`src/ptd_pkg.sv`:
```
// ptd_pkg: shared widths, codes and control/status structs of the phased task dispatcher
// no dependencies; used by every module of the block
package ptd_pkg;

	// payload and configuration widths
	localparam int ACTION_W   = 1;
	localparam int KIND_W     = 2;
	localparam int IDX_W      = 6;
	localparam int REPLY_W    = 2;
	localparam int MAP_CNT_W  = 7;
	localparam int RED_CNT_W  = 5;
	localparam int CFG_DATA_W = 7;
	localparam int CFG_IDX_W  = 1;

	// default capacities
	localparam int MAX_MAP_TASKS_DEF    = 64;
	localparam int MAX_REDUCE_TASKS_DEF = 16;

	// scan row: marks examined per cycle
	localparam int LANE_W     = 3;
	localparam int SCAN_LANES = 1 << LANE_W;

	// request action codes
	localparam logic [ACTION_W-1:0] ACT_ASK    = 1'b0;
	localparam logic [ACTION_W-1:0] ACT_SUBMIT = 1'b1;

	// submitted task kinds
	localparam logic [KIND_W-1:0] KIND_MAP    = 2'd0;
	localparam logic [KIND_W-1:0] KIND_REDUCE = 2'd1;
	localparam logic [KIND_W-1:0] KIND_MERGE  = 2'd2;

	// configuration register indexes
	localparam logic [CFG_IDX_W-1:0] CFG_MAP_COUNT    = 1'b0;
	localparam logic [CFG_IDX_W-1:0] CFG_REDUCE_COUNT = 1'b1;

	// reply codes
	typedef enum logic [REPLY_W-1:0] {
		REPLY_NONE   = 2'd0,
		REPLY_MAP    = 2'd1,
		REPLY_REDUCE = 2'd2,
		REPLY_MERGE  = 2'd3
	} reply_t;

	// status of one mark bank at the current scan row
	typedef struct packed {
		logic hit;     // an unstarted task in use sits in this row
		logic last;    // this row is the last one holding tasks in use
		logic pending; // an unfinished task seen in this or an earlier row
	} bank_stat_t;

	// datapath status toward the controller
	typedef struct packed {
		bank_stat_t map_st;
		bank_stat_t red_st;
		logic       merge_free;
	} dp_stat_t;

	// controller commands toward the datapath
	typedef struct packed {
		logic   capture;  // latch the accepted request word
		logic   scan_clr; // rewind both scans
		logic   map_step; // advance the map scan by one row
		logic   red_step; // advance the reduce scan by one row
		logic   commit;   // apply the update and load the result word
		reply_t reply;    // reply chosen for this request
	} dp_cmd_t;

endpackage

```
`src/ptd_bank.sv`:
```
// ptd_bank: started/finished marks of one task kind with a row-at-a-time first-unstarted scan
// depends on ptd_pkg
module ptd_bank #(
	parameter int MAX_TASKS = ptd_pkg::MAX_MAP_TASKS_DEF,
	parameter int CNT_W     = ptd_pkg::MAP_CNT_W
) (
	input  logic                     clk,
	input  logic                     arst_n,
	input  logic [CNT_W-1:0]         cnt,
	input  logic                     scan_clr,
	input  logic                     scan_step,
	input  logic                     grant,
	input  logic                     submit,
	input  logic [ptd_pkg::IDX_W-1:0] sub_idx,
	output ptd_pkg::bank_stat_t      stat,
	output logic [ptd_pkg::IDX_W-1:0] gnt_idx,
	output logic                     sub_ok
);

	// a count register can never name more than its largest value
	localparam int DEPTH_CAP = (1 << CNT_W) - 1;
	localparam int DEPTH     = (MAX_TASKS < DEPTH_CAP) ? MAX_TASKS : DEPTH_CAP;
	localparam int LANES     = ptd_pkg::SCAN_LANES;
	localparam int LANE_W    = ptd_pkg::LANE_W;
	localparam int ROWS_USED = (DEPTH + LANES - 1) / LANES;
	localparam int ROW_W     = (ROWS_USED > 1) ? $clog2(ROWS_USED) : 1;
	localparam int NROW      = 1 << ROW_W;
	localparam int POS_W     = ROW_W + LANE_W;
	localparam int MAX_A     = (POS_W > CNT_W) ? POS_W : CNT_W;
	localparam int MAX_B     = (MAX_A > ptd_pkg::IDX_W) ? MAX_A : ptd_pkg::IDX_W;
	localparam int CMP_W     = MAX_B + 1;

	logic [NROW-1:0][LANES-1:0] started_q;
	logic [NROW-1:0][LANES-1:0] finished_q;
	logic [ROW_W-1:0]           row_q;
	logic                       pending_q;

	logic [CNT_W-1:0]  n_use;
	logic [LANES-1:0]  lane_unstarted;
	logic [LANES-1:0]  lane_unfin;
	logic [LANE_W-1:0] hit_lane;
	logic [CMP_W-1:0]  rows_in_use;
	logic [POS_W-1:0]  sub_pos;
	logic [POS_W-1:0]  hit_pos;

	// saturate the configured count to the storage depth
	assign n_use = (cnt > CNT_W'(DEPTH)) ? CNT_W'(DEPTH) : cnt;

	// classify the marks of the current row
	always_comb begin
		lane_unstarted = '0;
		lane_unfin     = '0;
		for (int k = 0; k < LANES; k++) begin
			if (CMP_W'({row_q, LANE_W'(k)}) < CMP_W'(n_use)) begin
				lane_unstarted[k] = !started_q[row_q][k] && !finished_q[row_q][k];
				lane_unfin[k]     = !finished_q[row_q][k];
			end
		end
	end

	// lowest unstarted lane of the row
	always_comb begin
		hit_lane = '0;
		for (int k = LANES - 1; k >= 0; k--) begin
			if (lane_unstarted[k]) begin
				hit_lane = LANE_W'(k);
			end
		end
	end

	// rows that hold tasks in use, rounded up
	assign rows_in_use = (CMP_W'(n_use) + CMP_W'(LANES - 1)) >> LANE_W;

	assign stat.hit     = |lane_unstarted;
	assign stat.last    = (CMP_W'(row_q) + CMP_W'(1)) >= rows_in_use;
	assign stat.pending = pending_q || (|lane_unfin);

	assign hit_pos = {row_q, hit_lane};
	assign gnt_idx = ptd_pkg::IDX_W'(hit_pos);

	// submit index check and mark address
	assign sub_ok  = CMP_W'(sub_idx) < CMP_W'(n_use);
	assign sub_pos = POS_W'(sub_idx);

	// scan position and pending accumulator
	always_ff @(posedge clk or negedge arst_n) begin
		if (!arst_n) begin
			row_q     <= '0;
			pending_q <= 1'b0;
		end else if (scan_clr) begin
			row_q     <= '0;
			pending_q <= 1'b0;
		end else if (scan_step) begin
			row_q     <= row_q + ROW_W'(1);
			pending_q <= pending_q || (|lane_unfin);
		end
	end

	// task marks
	always_ff @(posedge clk or negedge arst_n) begin
		if (!arst_n) begin
			started_q  <= '0;
			finished_q <= '0;
		end else begin
			if (grant) begin
				started_q[row_q][hit_lane] <= 1'b1;
			end
			if (submit && sub_ok) begin
				finished_q[sub_pos[POS_W-1:LANE_W]][sub_pos[LANE_W-1:0]] <= 1'b1;
			end
		end
	end

endmodule

```
`src/ptd_dpath.sv`:
```
// ptd_dpath: count registers, request and result words, merge mark and the two mark banks
// depends on ptd_pkg and ptd_bank
module ptd_dpath #(
	parameter int MAX_MAP_TASKS    = ptd_pkg::MAX_MAP_TASKS_DEF,
	parameter int MAX_REDUCE_TASKS = ptd_pkg::MAX_REDUCE_TASKS_DEF
) (
	input  logic                          clk,
	input  logic                          arst_n,
	input  logic                          cfg_we,
	input  logic [ptd_pkg::CFG_IDX_W-1:0]  cfg_index,
	input  logic [ptd_pkg::CFG_DATA_W-1:0] cfg_data,
	input  logic [ptd_pkg::ACTION_W-1:0]   action,
	input  logic [ptd_pkg::KIND_W-1:0]     task_kind,
	input  logic [ptd_pkg::IDX_W-1:0]      task_index,
	input  ptd_pkg::dp_cmd_t              cmd,
	output ptd_pkg::dp_stat_t             stat,
	output logic [ptd_pkg::REPLY_W-1:0]    reply_kind,
	output logic [ptd_pkg::IDX_W-1:0]      granted_index,
	output logic                          bad_index,
	output logic                          job_done
);

	logic [ptd_pkg::MAP_CNT_W-1:0] map_task_count_q;
	logic [ptd_pkg::RED_CNT_W-1:0] reduce_task_count_q;
	logic [ptd_pkg::ACTION_W-1:0]  action_q;
	logic [ptd_pkg::KIND_W-1:0]    kind_q;
	logic [ptd_pkg::IDX_W-1:0]     idx_q;
	logic                          merge_started_q;
	logic                          job_done_q;
	ptd_pkg::reply_t               reply_kind_q;
	logic [ptd_pkg::IDX_W-1:0]     granted_index_q;
	logic                          bad_index_q;
	logic                          job_done_out_q;

	logic                      is_submit;
	logic                      sub_map;
	logic                      sub_red;
	logic                      sub_merge;
	logic                      map_sub_ok;
	logic                      red_sub_ok;
	logic [ptd_pkg::IDX_W-1:0] map_gnt_idx;
	logic [ptd_pkg::IDX_W-1:0] red_gnt_idx;
	logic                      bad_nxt;
	logic                      done_nxt;
	logic [ptd_pkg::IDX_W-1:0] gnt_nxt;

	// configuration registers
	always_ff @(posedge clk or negedge arst_n) begin
		if (!arst_n) begin
			map_task_count_q    <= '0;
			reduce_task_count_q <= '0;
		end else if (cfg_we) begin
			unique case (cfg_index)
				ptd_pkg::CFG_MAP_COUNT: begin
					map_task_count_q <= cfg_data;
				end
				ptd_pkg::CFG_REDUCE_COUNT: begin
					reduce_task_count_q <= cfg_data[ptd_pkg::RED_CNT_W-1:0];
				end
				default: begin
				end
			endcase
		end
	end

	// accepted request word
	always_ff @(posedge clk) begin
		if (cmd.capture) begin
			action_q <= action;
			kind_q   <= task_kind;
			idx_q    <= task_index;
		end
	end

	// submit decode
	assign is_submit = (action_q == ptd_pkg::ACT_SUBMIT);
	assign sub_map   = is_submit && (kind_q == ptd_pkg::KIND_MAP);
	assign sub_red   = is_submit && (kind_q == ptd_pkg::KIND_REDUCE);
	assign sub_merge = is_submit && (kind_q == ptd_pkg::KIND_MERGE);

	// map and reduce mark banks
	ptd_bank #(
		.MAX_TASKS (MAX_MAP_TASKS),
		.CNT_W     (ptd_pkg::MAP_CNT_W)
	) u_map_bank (
		.clk       (clk),
		.arst_n    (arst_n),
		.cnt       (map_task_count_q),
		.scan_clr  (cmd.scan_clr),
		.scan_step (cmd.map_step),
		.grant     (cmd.commit && (cmd.reply == ptd_pkg::REPLY_MAP)),
		.submit    (cmd.commit && sub_map),
		.sub_idx   (idx_q),
		.stat      (stat.map_st),
		.gnt_idx   (map_gnt_idx),
		.sub_ok    (map_sub_ok)
	);

	ptd_bank #(
		.MAX_TASKS (MAX_REDUCE_TASKS),
		.CNT_W     (ptd_pkg::RED_CNT_W)
	) u_red_bank (
		.clk       (clk),
		.arst_n    (arst_n),
		.cnt       (reduce_task_count_q),
		.scan_clr  (cmd.scan_clr),
		.scan_step (cmd.red_step),
		.grant     (cmd.commit && (cmd.reply == ptd_pkg::REPLY_REDUCE)),
		.submit    (cmd.commit && sub_red),
		.sub_idx   (idx_q),
		.stat      (stat.red_st),
		.gnt_idx   (red_gnt_idx),
		.sub_ok    (red_sub_ok)
	);

	assign stat.merge_free = !merge_started_q && !job_done_q;

	// result fields of the current request
	always_comb begin
		bad_nxt = 1'b0;
		if (is_submit) begin
			priority if (sub_map) begin
				bad_nxt = !map_sub_ok;
			end else if (sub_red) begin
				bad_nxt = !red_sub_ok;
			end else if (sub_merge) begin
				bad_nxt = 1'b0;
			end else begin
				bad_nxt = 1'b1;
			end
		end
	end

	assign done_nxt = job_done_q || (cmd.commit && sub_merge);

	always_comb begin
		unique case (cmd.reply)
			ptd_pkg::REPLY_MAP:    gnt_nxt = map_gnt_idx;
			ptd_pkg::REPLY_REDUCE: gnt_nxt = red_gnt_idx;
			default:               gnt_nxt = '0;
		endcase
	end

	// merge mark and job done flag
	always_ff @(posedge clk or negedge arst_n) begin
		if (!arst_n) begin
			merge_started_q <= 1'b0;
			job_done_q      <= 1'b0;
		end else if (cmd.commit) begin
			if (cmd.reply == ptd_pkg::REPLY_MERGE) begin
				merge_started_q <= 1'b1;
			end
			if (sub_merge) begin
				job_done_q <= 1'b1;
			end
		end
	end

	// result word register
	always_ff @(posedge clk) begin
		if (cmd.commit) begin
			reply_kind_q    <= cmd.reply;
			granted_index_q <= gnt_nxt;
			bad_index_q     <= bad_nxt;
			job_done_out_q  <= done_nxt;
		end
	end

	assign reply_kind    = reply_kind_q;
	assign granted_index = granted_index_q;
	assign bad_index     = bad_index_q;
	assign job_done      = job_done_out_q;

endmodule

```
`src/ptd_ctrl.sv`:
```
// ptd_ctrl: request sequencer and result handshake of the phased task dispatcher
// depends on ptd_pkg
module ptd_ctrl (
	input  logic                        clk,
	input  logic                        arst_n,
	input  logic                        in_valid,
	output logic                        in_ready,
	input  logic [ptd_pkg::ACTION_W-1:0] action,
	output logic                        out_valid,
	input  logic                        out_ready,
	input  ptd_pkg::dp_stat_t           stat,
	output ptd_pkg::dp_cmd_t            cmd
);

	typedef enum logic [3:0] {
		ST_IDLE = 4'b0001,
		ST_MAP  = 4'b0010,
		ST_RED  = 4'b0100,
		ST_DONE = 4'b1000
	} state_t;

	state_t          state_q;
	state_t          state_nxt;
	ptd_pkg::reply_t reply_q;
	ptd_pkg::reply_t reply_nxt;
	logic            out_valid_q;
	logic            out_free;

	// result slot can take a word when empty or being drained
	assign out_free  = !out_valid_q || out_ready;
	assign in_ready  = (state_q == ST_IDLE);
	assign out_valid = out_valid_q;

	// next state, reply choice and commands
	always_comb begin
		state_nxt = state_q;
		reply_nxt = reply_q;
		cmd       = '0;
		cmd.reply = reply_q;
		unique case (state_q)
			ST_IDLE: begin
				if (in_valid) begin
					cmd.capture  = 1'b1;
					cmd.scan_clr = 1'b1;
					reply_nxt    = ptd_pkg::REPLY_NONE;
					state_nxt    = (action == ptd_pkg::ACT_ASK) ? ST_MAP : ST_DONE;
				end
			end
			ST_MAP: begin
				priority if (stat.map_st.hit) begin
					reply_nxt = ptd_pkg::REPLY_MAP;
					state_nxt = ST_DONE;
				end else if (stat.map_st.last) begin
					state_nxt = stat.map_st.pending ? ST_DONE : ST_RED;
				end else begin
					cmd.map_step = 1'b1;
				end
			end
			ST_RED: begin
				priority if (stat.red_st.hit) begin
					reply_nxt = ptd_pkg::REPLY_REDUCE;
					state_nxt = ST_DONE;
				end else if (stat.red_st.last) begin
					if (!stat.red_st.pending && stat.merge_free) begin
						reply_nxt = ptd_pkg::REPLY_MERGE;
					end
					state_nxt = ST_DONE;
				end else begin
					cmd.red_step = 1'b1;
				end
			end
			ST_DONE: begin
				if (out_free) begin
					cmd.commit = 1'b1;
					state_nxt  = ST_IDLE;
				end
			end
			default: begin
				state_nxt = ST_IDLE;
			end
		endcase
	end

	// state and reply registers
	always_ff @(posedge clk or negedge arst_n) begin
		if (!arst_n) begin
			state_q <= ST_IDLE;
			reply_q <= ptd_pkg::REPLY_NONE;
		end else begin
			state_q <= state_nxt;
			reply_q <= reply_nxt;
		end
	end

	// result word valid
	always_ff @(posedge clk or negedge arst_n) begin
		if (!arst_n) begin
			out_valid_q <= 1'b0;
		end else if (cmd.commit) begin
			out_valid_q <= 1'b1;
		end else if (out_ready) begin
			out_valid_q <= 1'b0;
		end
	end

endmodule

```
`src/phased_task_dispatcher_top.sv`:
```
// phased_task_dispatcher_top: three-phase task dispatcher, controller plus datapath
// depends on ptd_pkg, ptd_ctrl, ptd_dpath (and ptd_bank below it)
//
//  channel   handshake             word
//  request   in_valid / in_ready   action, task_kind, task_index
//  result    out_valid / out_ready reply_kind, granted_index, bad_index, job_done
//  config    cfg_we                cfg_index, cfg_data (0 map count, 1 reduce count)
//
// A submit passes from the accepting cycle to a commit cycle that loads the result word; the
// commit waits while the result slot is full. An ask scans the map marks, one row of 8 per
// cycle, and the reduce marks only once every map is finished, then commits; each phase costs
// at least one row, in all at most max(1, ceil(maps/8)) + max(1, ceil(reduces/8)) rows.
// Reset marks every task unstarted and clears both counts and job done.
// A result word waits while out_ready is low; a new request is taken and commits once it is free.
module phased_task_dispatcher_top #(
	parameter int MAX_MAP_TASKS    = ptd_pkg::MAX_MAP_TASKS_DEF,
	parameter int MAX_REDUCE_TASKS = ptd_pkg::MAX_REDUCE_TASKS_DEF
) (
	input  logic                          clk,
	input  logic                          arst_n,
	input  logic                          cfg_we,
	input  logic [ptd_pkg::CFG_IDX_W-1:0]  cfg_index,
	input  logic [ptd_pkg::CFG_DATA_W-1:0] cfg_data,
	input  logic                          in_valid,
	output logic                          in_ready,
	input  logic [ptd_pkg::ACTION_W-1:0]   action,
	input  logic [ptd_pkg::KIND_W-1:0]     task_kind,
	input  logic [ptd_pkg::IDX_W-1:0]      task_index,
	output logic                          out_valid,
	input  logic                          out_ready,
	output logic [ptd_pkg::REPLY_W-1:0]    reply_kind,
	output logic [ptd_pkg::IDX_W-1:0]      granted_index,
	output logic                          bad_index,
	output logic                          job_done
);

	ptd_pkg::dp_cmd_t  cmd;
	ptd_pkg::dp_stat_t stat;

	// sequencer
	ptd_ctrl u_ctrl (
		.clk       (clk),
		.arst_n    (arst_n),
		.in_valid  (in_valid),
		.in_ready  (in_ready),
		.action    (action),
		.out_valid (out_valid),
		.out_ready (out_ready),
		.stat      (stat),
		.cmd       (cmd)
	);

	// marks, counts and result word
	ptd_dpath #(
		.MAX_MAP_TASKS    (MAX_MAP_TASKS),
		.MAX_REDUCE_TASKS (MAX_REDUCE_TASKS)
	) u_dpath (
		.clk           (clk),
		.arst_n        (arst_n),
		.cfg_we        (cfg_we),
		.cfg_index     (cfg_index),
		.cfg_data      (cfg_data),
		.action        (action),
		.task_kind     (task_kind),
		.task_index    (task_index),
		.cmd           (cmd),
		.stat          (stat),
		.reply_kind    (reply_kind),
		.granted_index (granted_index),
		.bad_index     (bad_index),
		.job_done      (job_done)
	);

endmodule

```
`config.mk`:
```
export PLATFORM = sky130hd
export DESIGN_NAME = phased_task_dispatcher_top
export DESIGN_NICKNAME = d
export VERILOG_FILES = /design/src/ptd_pkg.sv /design/src/ptd_bank.sv /design/src/ptd_dpath.sv /design/src/ptd_ctrl.sv /design/src/phased_task_dispatcher_top.sv
export SDC_FILE = /design/constraint.sdc
export NUM_CORES = 1
export LEC_CHECK = 0
export ABC_CLOCK_PERIOD_IN_PS = 5180
export CAP_MARGIN = 20
export CORE_MARGIN = 5
export CORE_UTILIZATION = 69
export DETAILED_ROUTE_END_ITERATION = 8
export DONT_BUFFER_PORTS = 1
export HOLD_SLACK_MARGIN = 0.05
export PLACE_DENSITY = 0.85
export SYNTH_ARGS = -nofsm -noshare
export SYNTH_HDL_FRONTEND = slang
export SYNTH_SLANG_ARGS = --single-unit
export TNS_END_PERCENT = 30
```
`constraint.sdc`:
```
create_clock -name clk -period 5.18 [get_ports clk]
set_input_delay 1.036 -clock clk [delete_from_list [all_inputs] [get_ports clk]]
set_output_delay 1.036 -clock clk [all_outputs]
set_load 0.01 [all_outputs]
```
Yosys cells after proc, flatten, opt, wreduce, memory -nomap -nowiden

Cells that the tools add are included.

Input bits: 22
Register bits after elaboration: 206
Output and inout bits: 12
Word-level logic and storage cells: 303

Order comparisons: 36
$add $sub $neg: 6
Equality and inequality tests: 15
Reduce and logical (&&, ||, !) cells: 92
Muxes and demuxes: 111
Bitwise logic cells: 5

Operators by type and width:

| cell                                                        | number |
|---|---|
| OR 64 bit                                                   | 2 |
| two-way mux 8 bit                                           | 10 |
| less-than comparator 6 x 7 -> 1 bit                         | 9 |
| two-way mux 1 bit                                           | 54 |
| two-way mux 3 bit                                           | 18 |
| binary-select mux 8 bit (select 3 bit)                      | 2 |
| demux 8 bit (select 3 bit)                                  | 2 |
| less-than comparator 4 x 5 -> 1 bit                         | 8 |
| logical NOT 1 bit                                           | 38 |
| logical AND 1 bit                                           | 35 |
| two-way mux 4 bit                                           | 8 |
| OR 16 bit                                                   | 2 |
| OR reduction 8 bit                                          | 4 |
| less-than comparator 3 x 4 -> 1 bit (second input constant) | 5 |
| demux 8 bit (select 1 bit)                                  | 2 |
| one-hot mux 4 bit (4 select lines)                          | 1 |
| >= comparator 3 x 1 -> 1 bit (second input constant)        | 5 |
| two-way mux 2 bit                                           | 7 |
| one-hot mux 6 bit (2 select lines)                          | 1 |
| demux 1 bit (select 3 bit)                                  | 3 |
| adder 7 x 3 -> 8 bit (second input constant)                | 1 |
| AND reduction 2 bit                                         | 4 |
| greater-than comparator 7 bit (second input constant)       | 1 |
| two-way mux 7 bit                                           | 1 |
| 30 further kinds                                            | 42 |

Depth between registers and ports, before layout

Word-level depth: 20
Depth in mapped cells: 14
Gate-level depth less buffers: 13

Hierarchy

Synthesis repeated with hierarchy kept, for this count alone.

Cells, all modules: 879
Area, all modules: 10,523.8 um2

By module, submodules not included:

| module                        | area an instance (um2) | cells each | times used | sequential area each (um2) |
|---|---|---|---|---|
| ptd_bank (u_dpath.u_map_bank) | 6,678.9                | 555        | 1          | 3,303.2 |
| ptd_bank (u_dpath.u_red_bank) | 2,047.0                | 196        | 1          | 850.8 |
| ptd_dpath                     | 1,311.3                | 78         | 1          | 920.9 |
| ptd_ctrl                      | 486.7                  | 50         | 1          | 176.4 |

Worst setup path after synthesis

No wires, ideal clock.

Path kind: register to register
From: register u_dpath.map_task_count_q[6] in the netlist's numbering
To: register u_dpath.granted_index_q, in the netlist u_dpath.granted_index[2], data pin
Setup time: 0.138 ns
Setup slack: 1.930 ns
Stages on the path, launching flop included: 13
Path buffers: 1
Arrival time: 3.111 ns
Clock period less this slack: 3.250 ns
Required time: 5.042 ns
Path through: dfrtp_1 -> clkbuf_1 -> clkinv_1 -> nand2_1 -> ha_1 -> a211oi_1 -> nor3_1 -> or4_4 -> o32ai_2 -> nand3b_4 -> nand2_1 -> o32a_1 -> nor2_1

Cells in the longest elaborated chain, start to end: 13
Elaborated cells on any way between the ends: 27
Classes of those cells: order compare: 9; mux: 18

RTL lines:

| element                                | line             | RTL |
|---|---|---|
| start: declaration                     | ptd_dpath.sv:23  | `logic [ptd_pkg::MAP_CNT_W-1:0] map_task_count_q;` |
| start signal: assignment               | ptd_dpath.sv:55  | `map_task_count_q <= cfg_data;` |
| greater-than comparator 7 bit          | ptd_bank.sv:47   | `assign n_use = (cnt > CNT_W'(DEPTH)) ? CNT_W'(DEPTH) : cnt;` |
| two-way mux 7 bit (*)                  | ptd_bank.sv:47   |  |
| less-than comparator 6 x 7 -> 1 bit    | ptd_bank.sv:54   | `if (CMP_W'({row_q, LANE_W'(k)}) < CMP_W'(n_use)) begin` |
| two-way mux 1 bit                      | ptd_bank.sv:54   |  |
| two-way mux 3 bit (7 in series)        | ptd_bank.sv:65   | `if (lane_unstarted[k]) begin` |
| two-way mux 3 bit (*)                  | ptd_bank.sv:65   |  |
| one-hot mux 6 bit (2 select lines) (*) | ptd_dpath.sv:137 | `unique case (cmd.reply)` |
| net u_dpath.gnt_nxt (one bit)          | ptd_dpath.sv:45  | `logic [ptd_pkg::IDX_W-1:0] gnt_nxt;` |
| end signal: assignment                 | ptd_dpath.sv:163 | `granted_index_q <= gnt_nxt;` |
| end: declaration                       | ptd_dpath.sv:31  | `logic [ptd_pkg::IDX_W-1:0] granted_index_q;` |

The timed path passes the listed nets; every way through them passes the cells marked *.
A chain may end at the register's enable or synchronous reset.

Worst setup path after layout

From: register u_dpath.reduce_task_count_q[4] in the netlist's numbering
To: register u_ctrl.state_q[3]

Cells in the longest elaborated chain, start to end: 7
Elaborated cells on any way between the ends: 25
Classes of those cells: add/sub: 1; order compare: 10; eq/ne: 1; mux: 11; reduce/logical: 2

RTL lines:

| element                                                                      | line            | RTL |
|---|---|---|
| start: declaration                                                           | ptd_dpath.sv:24 | `logic [ptd_pkg::RED_CNT_W-1:0] reduce_task_count_q;` |
| start signal: assignment                                                     | ptd_dpath.sv:58 | `reduce_task_count_q <= cfg_data[ptd_pkg::RED_CNT_W-1:0];` |
| greater-than comparator 5 bit                                                | ptd_bank.sv:47  |  |
| two-way mux 5 bit (*)                                                        | ptd_bank.sv:47  |  |
| parallel branches: the longest is 5 deep, another holds adder 5 x 3 -> 6 bit | --              |  |
| end signal: assignment                                                       | ptd_ctrl.sv:90  | `state_q <= state_nxt;` |
| end: declaration                                                             | ptd_ctrl.sv:22  | `state_t state_q;` |

Every way passes the cells marked *.

==> run summary <==
Hold-fix buffers, CTS: 0
Max Cap Viol: 0
TritonCTS buffer count: 21
Main flop type after synthesis: dfrtp_1
Mapped Cells: 920
RSZ-0062 raised after global routing: false
Final cell count without fillers: 1100
Total GRT Usage: 30.4%
Data required time of the worst path: 5.55 ns
Startpoint Class: flop
CP Capture Type: flop
Max stage delay on crit path: 0.68 ns
Post-synth EDFFs: 19
Fin util: 75.9%
Final GP Congestion: 1.01
Die area: 0.0173 mm²
Initial antenna violation count: 0
Leak pwr: 5.48 nW
Detailed Place HPWL: 18400 µm
Final setup skew: 0.0186 ns
Htree depth: 1
Status: completed
Avg Synthesized Cell Area: 11.1 µm²
Layout cells sized above 1: 10.4%
GRT overflow: 0
Pwr dens: 385 mW/mm²
Placeable Area: 0.0145 mm²
Post-route setup TNS: 0 ns
Top delay family on crit path: simple AND/OR/NAND/NOR gates
Final Hold Viols: 0
Vias in the first global route: 7833
CP Cell Sequence: clkinv_1 > nand2_1 > inv_1 > ha_1 > nor4bb_1 > o2bb2ai_1 > a21oi_1 > nor3_1 > nand4_1 > nand2b_1 > a22oi_1 > o22ai_1
PostCTS Resize Cnt: 0
Nets: 949
Slew Limit Fails: 0
Register bit total from synthesis: 206
Vias per cell: 7.07
Layout area overhead: 7.97%
Final period utilization: 81.0%
Largest net degree at the start of global routing: 188
Max Fclk: 238 MHz
Ports: 34
CTS Root Cell: clkbuf_16
Iter 0 DRT Violations: 940
Die Width: 132 µm
Least-Margin Pin Slew: 1.08 ns
Wirelength per Cell: 24.3 µm
Post-CTS setup buffers: 0
Port bufs: 0
FFs w/ async S/R, synth: 90.8%
Clk_lat worst skew: 0.50 ns
Antenna-violating nets left: 0
Synth top cells by count: dfrtp_1, a21o_1, nor2_1, o21bai_1, nand2_1
Most common cell in the netlist: dfrtp_1
Final setup vio count: 0
Share of the synthesized area in the top cell type: 45.5%
Dpl cells: 1063
TritonCTS clock tree: yes
First-pass GRT wire length: 42800 µm
Via count: 7776
Routed WL: 26700 µm
Crit path DAT: 4.57 ns
Mapped cell area: 0.0102 mm²
Critical Path Slowest Stage Cell: nor4bb_1
Sequential-to-total area share from yosys stat: 51.4%
Rel. slew slack: 28.3%
CTS max path bufs: 3
Ant. Diodes: 0
Min-delay worst type: in2async
Tmin final: 4.20 ns
Drc violations: 0
Post-synth top area cell: dfrtp_1
Clk sinks: 206
CP Buf/Inv Count: 2
Max FO, Critical Path: 9
First-pass DRT Iterations: 7
Worst VDD drop: 0.338 mV
Die H: 132 µm
Synth area leaders: dfrtp_1, a21o_1, edfxtp_1
Crit Path Class: reg2reg
# rows: 44
Netlist cell types: 87
Register clock-pin slew on the reported worst setup and hold paths: 0.06 ns
YS warnings: 0
Initial Util: 70.3%
Mapped Nets: 967
-- cell usage in the layout (no fill, tap or decap), types with 7 or more instances in the layout --
master	count
o21a_1	8
o22ai_1	8
nor2b_1	12
o2bb2ai_1	7
o21bai_1	64
mux2_2	17
a21o_1	87
nand2b_1	13
a41o_1	12
a21oi_1	28
nor2_1	64
mux2i_1	39
dfrtp_1	184
nor3_1	25
o21ai_0	27
edfxtp_1	19
ha_1	25
nand3b_1	7
nand2_1	47
inv_1	21
clkbuf_16	21
nand3_1	19
-- cell families after synthesis --
group | Yosys count | share of synthesized area (%)
compound gates | 301 | 22.0
simple gates | 247 | 12.9
flops | 206 | 51.4
buf+inv | 73 | 3.17
mux | 62 | 7.01
fa+ha+maj | 25 | 3.06
xor+xnor | 6 | 0.514
-- final timing paths --
kind	cells past startpoint	to	from	slack, ns
setup / recovery	12	u_ctrl.state_q[3]$_DFFE_PN0P_	u_dpath.reduce_task_count_q[4]$_DFFE_PN0P_	0.98
min in group clk	2	u_dpath.u_map_bank.started_q[16]$_DFFE_PN0P_	u_dpath.u_map_bank.started_q[16]$_DFFE_PN0P_	0.45
max in group asynchronous	0	u_dpath.u_map_bank.started_q[51]$_DFFE_PN0P_	arst_n	4.68
hold / removal	0	u_dpath.u_red_bank.finished_q[4]$_DFFE_PN0P_	arst_n	0.24
hold reg to reg	2	u_dpath.u_map_bank.started_q[16]$_DFFE_PN0P_	u_dpath.u_map_bank.started_q[16]$_DFFE_PN0P_	0.45
setup reg to reg	12	u_ctrl.state_q[3]$_DFFE_PN0P_	u_dpath.reduce_task_count_q[4]$_DFFE_PN0P_	0.98
-- metrics by stage --
step | setup WS [ns] | cell area (µm²) | hold WS [ns] | total power, mW
after global placement | 1.49 | 10300 | 0.433 | 2.55
after detailed placement | 1.29 | 10300 | 0.437 | 2.59
final | 0.984 | 11000 | 0.236 | 4.25
after CTS | 1.19 | 11000 | 0.227 | 4.23
after global routing | 0.839 | 11000 | 0.221 | 4.40
after floorplan | 1.93 | 10200 | 0.414 | 2.39
-- flip-flops by register name, indices dropped and copies added, names as in the netlist, 2 cells and up --
| name | flops |
|---|---|
| u_ctrl.reply_q | 2 |
| u_ctrl.state_q | 4 |
| u_dpath.granted_index | 6 |
| u_dpath.idx_q | 6 |
| u_dpath.kind_q | 2 |
| u_dpath.map_task_count_q | 7 |
| u_dpath.reduce_task_count_q | 5 |
| u_dpath.reply_kind | 2 |
| u_dpath.u_map_bank.finished_q | 64 |
| u_dpath.u_map_bank.row_q | 3 |
| u_dpath.u_map_bank.started_q | 64 |
| u_dpath.u_red_bank.finished_q | 16 |
| u_dpath.u_red_bank.started_q | 16 |
-- power breakdown --
part / leakage [nW] / switching [mW] / internal [mW]
logic: 2.38 / 0.456 / 0.250
clock network: 0.365 / 0.609 / 1.04
registers: 2.73 / 0.146 / 1.75
total: 5.48 / 1.21 / 3.04
-- metal layers --
| metal | up-vias | track usage [%] | share of wire [%] |
|---|---|---|---|
| met5 | - | 0 | 0 |
| met4 | 0 | 11.6 | 4.0 |
| met3 | 90 | 5.58 | 7.7 |
| met2 | 445 | 50.0 | 49 |
| met1 | 3885 | 40.5 | 40 |
| li1 | 3356 | - | - |
-- cell type report --
| type | count | area (µm²) |
|---|---|---|
| fill | 950 | 3500 |
| tap | 184 | 230 |
| inverter | 26 | 97.6 |
| sequential | 206 | 5250 |
| multi-input combinational | 641 | 4650 |
| clock inverter | 9 | 175 |
| timing repair buffer | 6 | 45.0 |
| clock buffer | 28 | 582 |
(Power assumes the default switching activity.)
